<file path="src/design/mtkc_pkg.sv">
// mtkc_pkg: shared constants and the character table of the multi-tap keypad decoder
// no dependencies; used by mtkc_lookup and multitap_key_to_char
`default_nettype none

package mtkc_pkg;

  // stored character table size
  localparam int unsigned TabRows = 10;
  localparam int unsigned TabCols = 9;

  // idle counter saturation point and commit delay after reset
  localparam logic [7:0] IdleLimit        = 8'h80;
  localparam logic [6:0] CommitDelayReset = 7'd8;

  // multi-tap character table, row = key - 1, column = press count plus shift offset
  localparam logic [7:0] CharTable [TabRows][TabCols] = '{
    '{"0", " ", ".", ",", ")", "+", "?", "_", ":"},
    '{"1", "a", "b", "c", "!", "A", "B", "C", "~"},
    '{"2", "d", "e", "f", "@", "D", "E", "F", "{"},
    '{"3", "g", "h", "i", "#", "G", "H", "I", "}"},
    '{"4", "j", "k", "l", "$", "J", "K", "L", "["},
    '{"5", "m", "n", "o", "%", "M", "N", "O", "]"},
    '{"6", "p", "q", "r", "^", "P", "Q", "R", "|"},
    '{"7", "s", "t", "u", "&", "S", "T", "U", "/"},
    '{"8", "v", "w", "x", "*", "V", "W", "X", "<"},
    '{"9", "y", "z", "(", "-", "Y", "Z", "=", ">"}
  };

endpackage

`default_nettype wire

</file>
<file path="src/design/mtkc_lookup.sv">
// mtkc_lookup: bounds-checked character table read
// depends on mtkc_pkg for the table and its size
`default_nettype none

module mtkc_lookup #(
  parameter int unsigned ROWS = 10,
  parameter int unsigned COLS = 9
) (
  input  wire logic [3:0] row_i,
  input  wire logic [4:0] col_i,
  output logic      [7:0] char_o
);
  import mtkc_pkg::*;

  logic in_range;

  // positions outside the configured or stored table read as zero
  assign in_range = (32'(row_i) < ROWS) && (32'(col_i) < COLS) &&
                    (32'(row_i) < TabRows) && (32'(col_i) < TabCols);

  always_comb begin
    char_o = 8'h00;
    if (in_range) begin
      char_o = CharTable[row_i][col_i[3:0]];
    end
  end

endmodule

`default_nettype wire

</file>
<file path="src/design/multitap_key_to_char.sv">
// multitap_key_to_char: multi-tap keypad text entry, one scan tick per transfer
// a committing tick is held in the input register, then its character in the result register
// throughput: one tick per cycle unless the master stalls, set by the single state update
// between input and result register; a stalled output still lets the input register take a tick
// reset: asynchronous active low; clears pending key, idle counter, valid flags, delay to 8
// depends on mtkc_pkg and mtkc_lookup
`default_nettype none

module multitap_key_to_char #(
  parameter int unsigned ROWS         = 10,
  parameter int unsigned COLS         = 9,
  parameter int unsigned SHIFT_OFFSET = 4
) (
  input  wire logic       clk_i,
  input  wire logic       rst_ni,
  // configuration: commit_delay
  input  wire logic       cfg_we_i,
  input  wire logic [6:0] cfg_wdata_i,
  // scan tick input
  input  wire logic       s_axis_tvalid,
  output logic            s_axis_tready,
  input  wire logic [7:0] s_axis_tdata,   // [3:0] key_code, [7:4] zero
  input  wire logic       s_axis_tuser,   // [0] shift_held
  // character output
  output logic            m_axis_tvalid,
  input  wire logic       m_axis_tready,
  output logic      [7:0] m_axis_tdata    // [7:0] char_code
);
  import mtkc_pkg::*;

  localparam int          Modulus  = int'(COLS) - int'(SHIFT_OFFSET);
  localparam logic [3:0]  RowsW    = 4'(ROWS);
  localparam logic [4:0]  ModW     = (Modulus < 1) ? 5'd0 : 5'(Modulus);
  localparam logic [4:0]  ShiftW   = 5'(SHIFT_OFFSET);

  // input register
  logic       in_valid_q, in_valid_d;
  logic [3:0] key_q;
  logic       shift_q;

  // tap state
  logic [6:0] commit_delay_q;
  logic [7:0] idle_q, idle_d;
  logic       pend_valid_q, pend_valid_d;
  logic [3:0] pend_row_q, pend_row_d;
  logic [2:0] count_q, count_d;
  logic       pend_shift_q, pend_shift_d;

  // result register
  logic       out_valid_q, out_valid_d;
  logic [7:0] out_char_q;

  logic       advance;
  logic       proc;
  logic       key_ok;
  logic [3:0] row;
  logic [3:0] count_inc;
  logic       commit;
  logic [4:0] col;
  logic [7:0] char_rd;
  logic       in_xfer;

  // handshake
  assign advance       = !out_valid_q || m_axis_tready;
  assign proc          = in_valid_q && advance;
  assign s_axis_tready = !in_valid_q || advance;
  assign in_xfer       = s_axis_tvalid && s_axis_tready;
  assign m_axis_tvalid = out_valid_q;
  assign m_axis_tdata  = out_char_q;

  // decode of the registered tick
  assign key_ok    = (key_q != 4'd0) && (key_q <= RowsW);
  assign row       = key_q - 4'd1;
  assign count_inc = {1'b0, count_q} + 4'd1;
  assign commit    = !key_ok && pend_valid_q && (idle_q > {1'b0, commit_delay_q});
  assign col       = {2'b00, count_q} + (pend_shift_q ? ShiftW : 5'd0);

  mtkc_lookup #(
    .ROWS (ROWS),
    .COLS (COLS)
  ) u_lookup (
    .row_i  (pend_row_q),
    .col_i  (col),
    .char_o (char_rd)
  );

  // next tap state
  always_comb begin
    idle_d       = idle_q;
    pend_valid_d = pend_valid_q;
    pend_row_d   = pend_row_q;
    count_d      = count_q;
    pend_shift_d = pend_shift_q;
    if (proc) begin
      if (key_ok) begin
        idle_d = 8'd0;
        if (pend_valid_q && (pend_row_q == row)) begin
          // count stays below the modulus, so one compare does the wrap
          if (ModW == 5'd0 || {1'b0, count_inc} == ModW) begin
            count_d = 3'd0;
          end else begin
            count_d = count_inc[2:0];
          end
        end else begin
          pend_valid_d = 1'b1;
          pend_row_d   = row;
          count_d      = 3'd0;
          pend_shift_d = shift_q;
        end
      end else if (commit) begin
        pend_valid_d = 1'b0;
        pend_row_d   = 4'd0;
        count_d      = 3'd0;
        pend_shift_d = 1'b0;
      end
      // saturating idle count, applied after any clear
      if ((idle_d & IdleLimit) == 8'd0) begin
        idle_d = idle_d + 8'd1;
      end
    end
  end

  // valid flags of the two registers
  always_comb begin
    in_valid_d = in_valid_q;
    if (in_xfer) begin
      in_valid_d = 1'b1;
    end else if (proc) begin
      in_valid_d = 1'b0;
    end
    out_valid_d = out_valid_q;
    if (proc) begin
      out_valid_d = commit;
    end else if (m_axis_tready) begin
      out_valid_d = 1'b0;
    end
  end

  // control registers
  always_ff @(posedge clk_i or negedge rst_ni) begin
    if (!rst_ni) begin
      in_valid_q     <= 1'b0;
      out_valid_q    <= 1'b0;
      commit_delay_q <= CommitDelayReset;
      idle_q         <= 8'd0;
      pend_valid_q   <= 1'b0;
      pend_row_q     <= 4'd0;
      count_q        <= 3'd0;
      pend_shift_q   <= 1'b0;
    end else begin
      in_valid_q   <= in_valid_d;
      out_valid_q  <= out_valid_d;
      idle_q       <= idle_d;
      pend_valid_q <= pend_valid_d;
      pend_row_q   <= pend_row_d;
      count_q      <= count_d;
      pend_shift_q <= pend_shift_d;
      if (cfg_we_i) begin
        commit_delay_q <= cfg_wdata_i;
      end
    end
  end

  // payload registers
  always_ff @(posedge clk_i) begin
    if (in_xfer) begin
      key_q   <= s_axis_tdata[3:0];
      shift_q <= s_axis_tuser;
    end
    if (proc && commit) begin
      out_char_q <= char_rd;
    end
  end

  // idle counter never passes its saturation point
  assert property (@(posedge clk_i) disable iff (!rst_ni) idle_q <= IdleLimit)
    else $error("idle counter above saturation");

  // with nothing pending the pending fields are cleared
  assert property (@(posedge clk_i) disable iff (!rst_ni)
    !pend_valid_q |-> (pend_row_q == 4'd0 && count_q == 3'd0 && !pend_shift_q))
    else $error("stale pending fields");

  // a processed key press leaves a pending key and an idle count of one
  assert property (@(posedge clk_i) disable iff (!rst_ni)
    (proc && key_ok) |=> (pend_valid_q && idle_q == 8'd1))
    else $error("key press not registered");

  // a commit presents a character and clears the pending key
  assert property (@(posedge clk_i) disable iff (!rst_ni)
    (proc && commit) |=> (m_axis_tvalid && !pend_valid_q))
    else $error("commit lost");

  // press count stays below a small modulus
  assert property (@(posedge clk_i) disable iff (!rst_ni)
    (ModW != 5'd0 && ModW <= 5'd8) |-> ({2'b00, count_q} < ModW))
    else $error("press count out of range");

endmodule

`default_nettype wire

</file>
<file path="config.mk">
export PLATFORM = sky130hd
export DESIGN_NAME = multitap_key_to_char
export DESIGN_NICKNAME = d
export VERILOG_FILES = /design/src/design/mtkc_pkg.sv /design/src/design/mtkc_lookup.sv /design/src/design/multitap_key_to_char.sv
export SDC_FILE = /design/constraint.sdc
export NUM_CORES = 1
export LEC_CHECK = 0
export BUFFER_PORTS_ARGS = -buffer_cell sky130_fd_sc_hd__buf_2
export CORE_ASPECT_RATIO = 1.5
export CORE_MARGIN = 2
export CORE_UTILIZATION = 60
export CTS_CLUSTER_DIAMETER = 200
export CTS_CLUSTER_SIZE = 24
export DETAILED_ROUTE_END_ITERATION = 10
export GPL_ROUTABILITY_DRIVEN = 0
export PLACE_DENSITY = 0.81
export SETUP_SLACK_MARGIN = 0.15
export SYNTH_ARGS = -nofsm -noshare
export SYNTH_HDL_FRONTEND = slang
export SYNTH_HIERARCHICAL = 1
export SYNTH_SLANG_ARGS = --single-unit
</file>
<file path="constraint.sdc">
create_clock -name clk_i -period 4.8 [get_ports clk_i]
set_clock_uncertainty 0.15 [all_clocks]
set_input_delay 0.96 -clock clk_i [delete_from_list [all_inputs] [get_ports clk_i]]
set_output_delay 0.96 -clock clk_i [all_outputs]
set_load 0.005 [all_outputs]
</file>
# ---- After elaboration in Yosys (flattened, before gate mapping)
# Memory sizes are Yosys's and may differ from the RTL's.
# Index checks and enable logic that the tools add are counted.
dict set report classes {
  addsub 4
  mul 0
  div_mod_pow 0
  n_lt_le_gt_ge 6
  eq_ne 3
  shifts 0
  mux 25
  bitwise 2
  n_reduce_logical 22
}
# op count
set op_table {}
lappend op_table {{72-bit 2-to-1 mux} 2}
lappend op_table {{8-bit 2-to-1 mux} 5}
lappend op_table {{8-bit binary-select mux with 4-bit select} 1}
lappend op_table {{3-bit 2-to-1 mux} 5}
lappend op_table {{4-bit 2-to-1 mux} 3}
lappend op_table {{5-bit >= comparator (second input constant)} 2}
lappend op_table {{1-bit logical AND} 10}
lappend op_table {{4-bit inverter with 5-bit output} 2}
lappend op_table {{1-bit 2-to-1 mux} 9}
lappend op_table {{8-bit by 1-bit adder with 8-bit output (second input constant)} 1}
lappend op_table {{8-bit by 7-bit greater-than comparator with 1-bit output} 1}
lappend op_table {{8-bit logical NOT} 1}
lappend op_table {{4-bit < comparator (second input constant)} 2}
lappend op_table {{2-bit nonzero test} 3}
lappend op_table {{3-bit by 1-bit adder with 4-bit output (second input constant)} 1}
lappend op_table {{3-bit by 3-bit adder with 4-bit output} 1}
lappend op_table {{4-bit by 3-bit equality test with 1-bit output (second input constant)} 1}
lappend op_table {{4-bit equality test} 1}
lappend op_table {{4-bit <= comparator (second input constant)} 1}
lappend op_table {{4-bit nonzero test} 1}
lappend op_table {{4-bit by 1-bit subtractor with 4-bit output (second input constant)} 1}
lappend op_table {{1-bit logical NOT} 3}
lappend op_table {{3-bit AND reduction} 1}
lappend op_table {{1-bit logical OR} 2}
lappend op_table {{other kinds (2)} 2}
dict set report totals {
  reg_bits 39
  latch_bits 0
  mem_bits_rw 0
  mem_bits_ro 1152
  out_inout_bits 10
  n_memories 1
}
# memory words word_bits rd rd_ports_with_merged_regs wr line
set memory_table {}
lappend memory_table {{(no name shown)} 16 72 1 0 0 mtkc_lookup.sv:24} ;# char_o = CharTable[row_i][col_i[3:0]];

# ---- Longest topological paths before layout
# Gate-level depths: netlist of the first run.
dict set report depth {
  depth_word 7
  mapped_depth 12
  mapped_depth_nobuf 11
}

# ---- Modules after synthesis
# The synthesis of the first run kept the hierarchy.
# mod n_inst cells_per_inst area_each_um2
set modules_own_cells {}
lappend modules_own_cells {multitap_key_to_char 1 176 2003.2}
lappend modules_own_cells {mtkc_lookup 1 124 810.8}

# ---- Least setup slack after synthesis of the first run
# OpenSTA, ideal clock, no wires.
dict set report synth_timing {
  path_type {register -> register}
  startpoint {reg pend_row_q[0]}
  endpoint {reg out_char_q[1] (netlist: m_axis_tdata[1]), data pin}
  setup_ns 0.132
  arrival_time_ns 2.135
  path_slack_ns 2.383
  path_stages_with_launch 7
  n_path_buf 1
  synth_period_minus_slack_ns 2.417
  path_cell_list {dfrtp_1 > clkbuf_1 > inv_1 > ha_1 > a221o_1 > a2111oi_1 > o311a_1}
}
dict set report synth_via {
  elab_chain_cells 7
}
# item line
set synth_rtl {}
lappend synth_rtl {{from (decl)} multitap_key_to_char.sv:45} ;# logic [3:0] pend_row_q, pend_row_d;
lappend synth_rtl {{from (signal assigned)} multitap_key_to_char.sv:155} ;# pend_row_q <= pend_row_d;
lappend synth_rtl {{4-bit inverter with 5-bit output (not written as such)} mtkc_lookup.sv:24}
lappend synth_rtl {{memory 16 x 72 bit} -}
lappend synth_rtl {{72-bit 2-to-1 mux (not written as such) (2 in series)} mtkc_lookup.sv:24}
lappend synth_rtl {{8-bit binary-select mux with 4-bit select} mtkc_lookup.sv:24}
lappend synth_rtl {{8-bit 2-to-1 mux (not written as such) (2 in series)} mtkc_lookup.sv:24}
lappend synth_rtl {{to (signal assigned)} multitap_key_to_char.sv:171} ;# out_char_q <= char_rd;
lappend synth_rtl {{to (decl)} multitap_key_to_char.sv:51} ;# logic [7:0] out_char_q;
# Parallel ways exist; a longest one is shown, timed or not. The select of a mux whose other input is x is not followed.
# A chain may end at the register's enable or synchronous reset.

# ---- Worst setup path in the final report of the first run
dict set report layout_timing {
  startpoint {reg pend_row_q[2]}
  endpoint {reg out_char_q[0] (netlist: m_axis_tdata[0]), data pin}
}
# Same word-level chain as after synthesis.

==> metrics.md, run 1 <==
| Metric | Value |
|---|---|
| FFs w/ async S/R, synth | `66.7%` |
| DR DRC count | `0` |
| Leakage power | `~1.3 nW` |
| Synth Register Bits | `39` |
| Row count | `30` |
| Hold path start | `pend_shift_q` |
| Die Ht | `about 90 um` |
| Remaining global-route overflow | `0` |
| DR iter-0 viols | `roughly 250` |
| Vias per cell | `about 6.4` |
| Diodes inserted | `0` |
| Fill cells | `394` |
| Post-Synthesis Cells | `300` |
| Placed instance area | `~2900 um2` |
| Cts repair resizes | `0` |
| Final min period | `about 3 ns` |
| WP data arrival | `2.92 ns` |
| Synth Flop Type | `dfrtp_1` |
| Fin Setup TNS | `0 ns` |
| Antenna violations before repair | `0` |
| Hold_buf cts | `0` |
| Max FO, Critical Path | `19` |
| First-pass GRT wire length | `about 9900 um` |
| Die width | `59.9 um` |
| # IOs | `31` |
| Synth top area cells | `dfrtp_1, edfxtp_1, ha_1` |
| CTS tree | `yes` |
| Post-synth top area share | `about 22%` |
| Max Clk Rate | `roughly 0.33 GHz` |
| Ys Warns | `6` |
| Die area | `approximately 5300 um2` |
| Worst-margin pin slew | `between 0.8 and 0.9 ns` |
| Layout Nets | `about 360` |
| Worst R2R Path Depth | `7` |
| Commonest cells after routing, fill and taps aside | `o21ai_0, buf_2, nand2_1, dfrtp_1, ha_1` |
| VDD IR-drop max | `approximately 290 uV` |
| Startpoint Class | `flip-flop` |
| Relative slew slack | `a little over two fifths` |
| Sink Count | `39` |
| RSZ-0062 raised after global routing | `no` |
| Clock-pin slew on the worst setup and hold paths | `about 0.07 ns` |
| H-tree levels | `2` |
| Syn Nets | `343` |
| Core outline area | `around 4500 um2` |
| Max_cap viols | `0` |
| Final instance area | `3020 um2` |
| Post-synth EDFFs | `13` |
| Worst Setup SP | `pend_row_q[2]` |
| Library cells used by synthesis | `~70` |
| Critical Path Sink Type | `flip-flop` |
| Syn_area_per_cell | `about 9.4 um2` |
| Initial Util | `between 60% and 70%` |
| Fin util | `about two thirds` |
| Layout cells sized above 1 | `15.7%` |
| Port Buffers | `26` |
| Min-Delay Path Class | `flip-flop to flip-flop` |
| Num CTS Buffers | `5` |
| Count of final hold-check violations | `0` |
| Fraction of the yosys area taken by sequential cells | `37.0%` |
| Commonest non-fill, non-tap cell in the layout | `o21ai_0` |
| Pwr/cell area | `roughly 350 nW/um2` |
| DRT Pass-1 Iters | `4` |
| CTS Buffer Depth | `2` |
| Synth-to-layout area growth | `7.16%` |
| CTS root buf | `clkbuf_8` |
| Detailed Place HPWL | `between 4000 and 5000 um` |
| Slew Limit Fails | `0` |
| Setup CP Type | `flip-flop to flip-flop` |
| WL per Instance | `16.2 um` |
| Biggest area consumer among synthesized cells | `dfrtp_1` |
| Largest net degree at the start of global routing | `30` |
| Final setup violation count | `0` |
| Vias in the first global route | `about 2,200` |
| Vias | `approximately 2,400` |
| Routed Antenna Nets | `0` |
| All-Layer GR Usage | `between 20% and 30%` |
| Final wirelength | `5950 um` |
| Status | `finished clean` |
| Worst skew pair latency | `roughly 0.30 ns` |
| Setup Fix Bufs, Post-CTS | `0` |
| Synthesized cell area | `roughly 2800 um2` |
| Hold depth | `1` |
| Fin crit share | `63.6%` |
| CP Data Required Time | `about 4.7 ns` |
| Worst r2r src | `pend_row_q[2]` |
-- report_power, final --
group / internal (mW) / switching [mW] / leakage [nW] / total (mW)
logic: 0.169 / 0.211 / 0.811 / 0.380
clock network: 0.115 / 0.115 / 0.0449 / 0.229
registers: 0.379 / 0.0721 / 0.451 / 0.451
-- kinds of logic (layout without fill, tap and decap cells) --
family,Yosys count,count (layout),synth area share (%)
other cells,2,2,0.267
compound gates,93,93,23.5
buf+inv,38,57,6.00
simple gates,93,93,18.6
fa+ha+maj,22,22,9.78
xor+xnor,9,9,3.29
mux,4,4,1.51
flops,39,39,37.0
-- Yosys cell counts (5+ instances only) --
cell type  count
clkbuf_1       5
inv_1         21
xnor2_1        5
edfxtp_1      13
buf_2          6
nor2b_1        7
nand2b_1       7
ha_1          22
a211o_1        7
a211oi_1       5
nand2_1       25
o21ai_0       27
dfrtp_1       25
nor2_1        13
a21oi_1       13
nand3_1       11
-- state kept, by name, summed over array words and instances (netlist names) --
register,cells
pend_row_q,4
commit_delay_q,7
m_axis_tvalid,1
m_axis_tdata,8
pend_valid_q,1
count_q,3
in_valid_q,1
key_q,4
idle_q,8
pend_shift_q,1
shift_q,1
-- critical path, stage by stage (launching register included) --
cell and delay [ns]:
dfrtp_1 0.74, clkinv_1 0.45, ha_1 0.33, nor4b_1 0.31, a311o_1 0.18, o21ai_0 0.09, a221oi_1 0.44, a211oi_1 0.09
-- per-stage QoR --
| step | instances | setup slack, ns | total power, mW | hold WS [ns] |
|---|---|---|---|---|
| finish | 367 | 1.75 | 1.06 | 0.373 |
| global route | 367 | 1.52 | 1.12 | 0.384 |
| CTS | 367 | 1.82 | 1.05 | 0.376 |
| detailed placement | 359 | 1.83 | 0.827 | 0.362 |
| global placement | 359 | 1.88 | 0.814 | 0.347 |
| floorplan | 300 | 2.38 | 0.742 | 0.321 |
-- final timing paths --
path | slack (ns) | to
worst max-delay path | 1.75 | m_axis_tdata[0]
min in group asynchronous | 0.50 | commit_delay_q[0]
worst max register to register | 1.75 | m_axis_tdata[0]
worst min-delay path | 0.37 | pend_shift_q
max in group asynchronous | 3.61 | pend_row_q[3]
worst min register to register | 0.37 | pend_shift_q
-- routing by layer --
layer	part of all wire, %	GRT usage, %	up-vias
met3	3.7	4.58	16
met5	0	0	-
met2	53	43.7	74
li1	-	-	1135
met4	3.6	12.7	0
met1	39	27.9	1135
-- final cells by class --
type                       count  area, um2  area share, %
clock buffer                   6       82.6           2.74
multi-input combinational    223       1600           53.2
tap                           48       60.1           1.99
clock inverter                 2       11.3          0.373
inverter                      23       86.3           2.86
timing repair buffer          26        130           4.32
sequential                    39       1040           34.6
No activity file was read; power rests on OpenSTA's default activity.
==> inputs of run 2 (changes only) <==
- CORE_UTILIZATION: 60 -> 59
- PLACE_DENSITY: 0.81 -> 0.8
- clock period: 4.8 -> 3 ns (I/O delays scaled with it)
==> run 2 against run 1 <==
  * Sequential share of layout area is 0.88 points lower
  * Global-route usage grew 0.49 points
  * Die area up 1.6%
  * Non-clock buffer count is 9 higher
  * Clock-buffer cell count is the same
  * Final cell count grew 6.8%
  * Worst hold slack got worse by 0.22 ns
  * Utilization up 1.2 points
  * Final area up 2.6%
  * Critical path type unchanged
  * Critical endpoint is now idle_q[6]
  * Largest cell class unchanged
  * Largest power group is now combinational logic
==> metrics.md, run 2 (synthesized netlist as in run 1, its figures left out) <==
| Metric | Value |
|---|---|
| Final instance area | `3090 um2` |
| DR top layer | `met4` |
| Status | `finished clean` |
| Fin Setup TNS | `0 ns` |
| Critical Path Sink Type | `flip-flop` |
| P_sw | `0.645 mW` |
| All-Layer GR Usage | `25.4%` |
| RSZ-0062 raised after global routing | `no` |
| Seq pwr share | `about two fifths` |
| Critical R2R Capture | `idle_q[6]` |
| Row count | `30` |
| # IOs | `31` |
| Core outline area | `about 4500 um2` |
| Pwr/cell area | `about 550 nW/um2` |
| Num CTS Buffers | `5` |
| WL per Instance | `15.7 um` |
| Sink Count | `39` |
| Worst R2R Setup Slack | `between 0.5 and 0.6 ns` |
| Die width | `approximately 60 um` |
| Final wirelength | `~6200 um` |
| Vias | `approximately 2,300` |
| Initial Util | `about 62%` |
| Switching Share | `between 30% and 40%` |
| Design Power | `~1.7 mW` |
| Largest net degree at the start of global routing | `27` |
| Final min period | `2.46 ns` |
| Worst-margin pin slew | `between 0.6 and 0.7 ns` |
| Non-Filler Instances | `392` |
| Hold_buf cts | `0` |
| VDD IR-drop max | `410 uV` |
| CP Data Required Time | `between 3 and 4 ns` |
| H-tree levels | `2` |
| Detailed Place HPWL | `between 4000 and 5000 um` |
| Synth-to-layout area growth | `9.96%` |
| Routed length on met3 | `around 180 um` |
| CTS Buffer Depth | `2` |
| Commonest cells after routing, fill and taps aside | `o21ai_0, buf_2, nand2_1, dfrtp_1, ha_1` |
| Pre-CTS setup slack | `0.558 ns` |
| Commonest non-fill, non-tap cell in the layout | `o21ai_0` |
| Fin crit share | `between 80% and 90%` |
| Internal | `between 1 and 1.5 mW` |
| DR DRC count | `0` |
| DRT Pass-1 Iters | `4` |
| Clock-pin slew on the worst setup and hold paths | `0.08 ns` |
| Worst R2R Path Depth | `11` |
| Smallest setup slack after layout | `between 0.5 and 0.6 ns` |
| Layout cells sized above 1 | `18.0%` |
| Final setup violation count | `0` |
| Min-Delay Path Class | `input pin to asynchronous set/reset pin` |
| Vias per cell | `between 5 and 6` |
| Met2 WL | `between 3000 and 4000 um` |
| Setup CP Type | `flip-flop to flip-flop` |
| Slew Limit Fails | `0` |
| Leakage power | `approximately 1.3 nW` |
| Metal1 wirelength | `2280 um` |
| First-pass GRT wire length | `10,100 um` |
| Worst r2r src | `key_q[0]` |
| Placed insts | `384` |
| Port Buffers | `26` |
| Antenna violations before repair | `0` |
| Die Ht | `between 80 and 90 um` |
| WP data arrival | `approximately 2.5 ns` |
| Setup Fix Bufs, Post-CTS | `0` |
| Worst hold margin | `between 0.15 and 0.2 ns` |
| Layout Nets | `370` |
| Die area | `between 5000 and 6000 um2` |
| Max Clk Rate | `around 0.41 GHz` |
| Routed Antenna Nets | `0` |
| Diodes inserted | `0` |
| Fill cells | `between 300 and 400` |
| CTS root buf | `clkbuf_8` |
| Combinational Power Share | `40.1%` |
| Clk pwr share | `20.2%` |
| Worst skew pair latency | `between 0.2 and 0.3 ns` |
| Max FO, Critical Path | `9` |
| Vias in the first global route | `2,258` |
| Cts repair resizes | `0` |
| DR iter-0 viols | `~170` |
| Max_cap viols | `0` |
| Relative slew slack | `between 50% and 60%` |
| Fin util | `roughly two thirds` |
| CTS tree | `yes` |
| Remaining global-route overflow | `0` |
| Count of final hold-check violations | `0` |
| Startpoint Class | `flip-flop` |
| Placed instance area | `3010 um2` |
run 2: cell count changes in the layout (fill, tap and decap cells not counted), sizes merged:
cell	change
buf	+9
run 2: routing by layer:
| metal | vias up | global-route usage [%] |
|---|---|---|
| met2 | 54 | 47.7 |
| li1 | 1150 | - |
| met3 | 15 | 3.80 |
| met5 | - | 0 |
| met1 | 1129 | 26.7 |
| met4 | 0 | 11.5 |
run 2: power groups by stage:
stage / Combinational [mW] / Sequential [mW] / Clock (mW)
CTS: 0.678 / 0.678 / 0.355
global route: 0.759 / 0.685 / 0.374
finish: 0.688 / 0.679 / 0.346
detailed placement: 0.672 / 0.688 / 0
floorplan: 0.517 / 0.670 / 0
global placement: 0.658 / 0.685 / 0
run 2: cell type report:
class | count | area [um2] | share of cell area [%]
clock buffers | 6 | 72.6 | 2.35
clock inverters | 2 | 12.5 | 0.404
inverters | 23 | 86.3 | 2.79
multi-input cells | 223 | 1600 | 51.8
flip-flops and latches | 39 | 1040 | 33.7
well taps | 64 | 80.1 | 2.59
repair buffers | 35 | 198 | 6.39
run 2: worst max-delay path: stages, from the launching register on:
cell and delay, ns:
edfxtp_1 0.45, inv_1 0.09, ha_1 0.22, nor2b_1 0.14, o22ai_2 0.36, nor2b_1 0.09
ha_1 0.22, and3b_1 0.21, nand2b_1 0.12, nor2b_1 0.15, o21ai_0 0.08, o31ai_1 0.07
run 2: worst max path at each step:
| stage | start | cells past startpoint | slack (ns) | endpoint |
|---|---|---|---|---|
| CTS | key_q[0] | 11 | 0.54 | idle_q[6] |
| finish | key_q[0] | 11 | 0.54 | idle_q[6] |
| global route | key_q[0] | 11 | 0.37 | idle_q[6] |
| detailed placement | key_q[0] | 11 | 0.56 | idle_q[6] |
| global placement | commit_delay_q[3] | 7 | 0.63 | m_axis_tdata[0] |
| floorplan | pend_row_q[0] | 6 | 0.58 | m_axis_tdata[1] |
==> inputs of run 3 (changes only) <==
- clock period: 3 -> 2.3 ns (I/O delays scaled with it)
==> run 3 against run 2 <==
  * Fmax rose by 12%
  * Highest routed layer unchanged
  * Via count up 14%
  * Clock power up 62%
  * Sequential power grew 31%
  * Critical path type unchanged
==> metrics.md, run 3 (synthesized netlist as in run 1, its figures left out) <==
| Metric | Value |
|---|---|
| Status | `finished clean` |
| DRT Pass-1 Iters | `6` |
| Num CTS Buffers | `5` |
| Sink Count | `39` |
| CP Data Required Time | `between 2 and 2.5 ns` |
| VDD IR-drop max | `approximately 460 uV` |
| First-pass GRT wire length | `between 10,000 and 15,000 um` |
| Worst skew pair latency | `roughly 0.3 ns` |
| Commonest cells after routing, fill and taps aside | `buf_4, buf_2, o21ai_0` |
| Core outline area | `around 4500 um2` |
| Layout Nets | `between 400 and 500` |
| Critical R2R Capture | `m_axis_tdata[2]` |
| Smallest setup slack after layout | `around 0.11 ns` |
| Worst r2r src | `pend_row_q[0]` |
| Final setup violation count | `0` |
| Antenna violations before repair | `0` |
| Setup CP Type | `flip-flop to flip-flop` |
| Detailed Place HPWL | `~5000 um` |
| All-Layer GR Usage | `28.1%` |
| Pre-CTS setup slack | `roughly 0.032 ns` |
| RSZ-0062 raised after global routing | `yes` |
| Fin crit share | `a little over nine tenths` |
| Final wirelength | `a little under 8000 um` |
| H-tree levels | `2` |
| Startpoint Class | `flip-flop` |
| CTS tree | `yes` |
| Leakage power | `between 1.5 and 2 nW` |
| Pwr/cell area | `734 nW/um2` |
| CTS Buffer Depth | `2` |
| Final min period | `approximately 2.2 ns` |
| Worst R2R Path Depth | `9` |
| Layout cells sized above 1 | `a little under two fifths` |
| Commonest non-fill, non-tap cell in the layout | `buf_4` |
| WP data arrival | `~2.1 ns` |
| Vias | `~2,700` |
| Max FO, Critical Path | `5` |
| Worst R2R Setup Slack | `between 0.1 and 0.15 ns` |
| Max Clk Rate | `about 0.46 GHz` |
| Min-Delay Path Class | `input pin to asynchronous set/reset pin` |
| DR DRC count | `0` |
| Worst-margin pin slew | `just under 0.6 ns` |
| Relative slew slack | `between 60 and 70%` |
| WL per Instance | `around 18 um` |
| Die area | `5350 um2` |
| Fin Setup TNS | `0 ns` |
| Slew Limit Fails | `0` |
| Routed Antenna Nets | `0` |
| Diodes inserted | `0` |
| Count of final hold-check violations | `0` |
| Port Buffers | `26` |
| Die width | `~60 um` |
| Initial Util | `a little over 60%` |
| Vias per cell | `approximately 6.3` |
| # IOs | `31` |
| DR iter-0 viols | `between 200 and 250` |
| Max_cap viols | `0` |
| Synth-to-layout area growth | `31.5%` |
| Vias in the first global route | `between 2,000 and 2,500` |
| Die Ht | `88.6 um` |
| Critical Path Sink Type | `flip-flop` |
| Hold_buf cts | `0` |
| Row count | `30` |
| Clock-pin slew on the worst setup and hold paths | `approximately 0.080 ns` |
| CTS root buf | `clkbuf_8` |
| Largest net degree at the start of global routing | `29` |
| Fill cells | `approximately 270` |
| Remaining global-route overflow | `0` |
## run 3: worst max-delay path, cell delays in order (launching register included)
cell        delay, ns
dfrtp_2          0.44
clkinvlp_4       0.13
buf_12           0.13
buf_4            0.11
ha_4             0.15
inv_1            0.05
mux2i_1          0.11
o21ai_0          0.09
a311oi_1         0.46
a211oi_1         0.11
## run 3: final cells by class
cell class              count  area, um2  area share, %
clock buffers               7       76.3           2.06
clock inverters             1       30.0          0.812
inverters                  23       91.3           2.47
multi-input cells         223       1870           50.5
flip-flops and latches     39       1050           28.4
well taps                  64       80.1           2.16
repair buffers             69        503           13.6
## run 3: worst max path at each step
stage | from | cells past startpoint | end
3_5_place_dp | commit_delay_q[3] | 8 | m_axis_tdata[4]
5_1_grt | pend_row_q[0] | 8 | m_axis_tdata[3]
4_1_cts | pend_row_q[3] | 5 | pend_row_q[0]
2_1_floorplan | key_q[0] | 12 | idle_q[6]
6_report | pend_row_q[0] | 9 | m_axis_tdata[2]
3_3_place_gp | commit_delay_q[3] | 8 | m_axis_tdata[4]
## run 3: through the flow
stage / cell area, um2 / cells / hold WS, ns / total power, mW / utilization, %
2_1_floorplan: 2900 / 300 / 0.0144 / 1.61 / -
3_3_place_gp: 3210 / 398 / 0.339 / 1.86 / 70.7
3_5_place_dp: 3210 / 398 / 0.341 / 1.89 / 70.7
4_1_cts: 3410 / 408 / 0.0288 / 2.48 / 75.0
5_1_grt: 3700 / 426 / 0.0574 / 2.86 / 81.5
6_report: 3700 / 426 / 0.00984 / 2.71 / 81.5
## run 3: layer usage
layer / wire length, um / vias up / part of all wire (%) / global-route usage [%]
li1: - / 1228 / - / -
met3: 388 / 38 / 5.0 / 3.95
met4: 431 / 0 / 5.5 / 13.9
met1: 2700 / 1272 / 35 / 31.6
met2: 4260 / 132 / 55 / 50.3
met5: 0 / - / 0 / 0
## run 3: repair_timing
item                                   in CTS  in global routing
endpoints found under the hold margin       0                  0
pin swaps                                   7                 21
setup buffers                               2                 18
resized for setup                          14                 32
setup endpoints to repair                  20                 25
## run 3: power by group
group | internal (mW) | total [mW] | switching (mW)
registers | 0.796 | 0.892 | 0.0961
logic | 0.609 | 1.26 | 0.652
clock network | 0.324 | 0.561 | 0.236
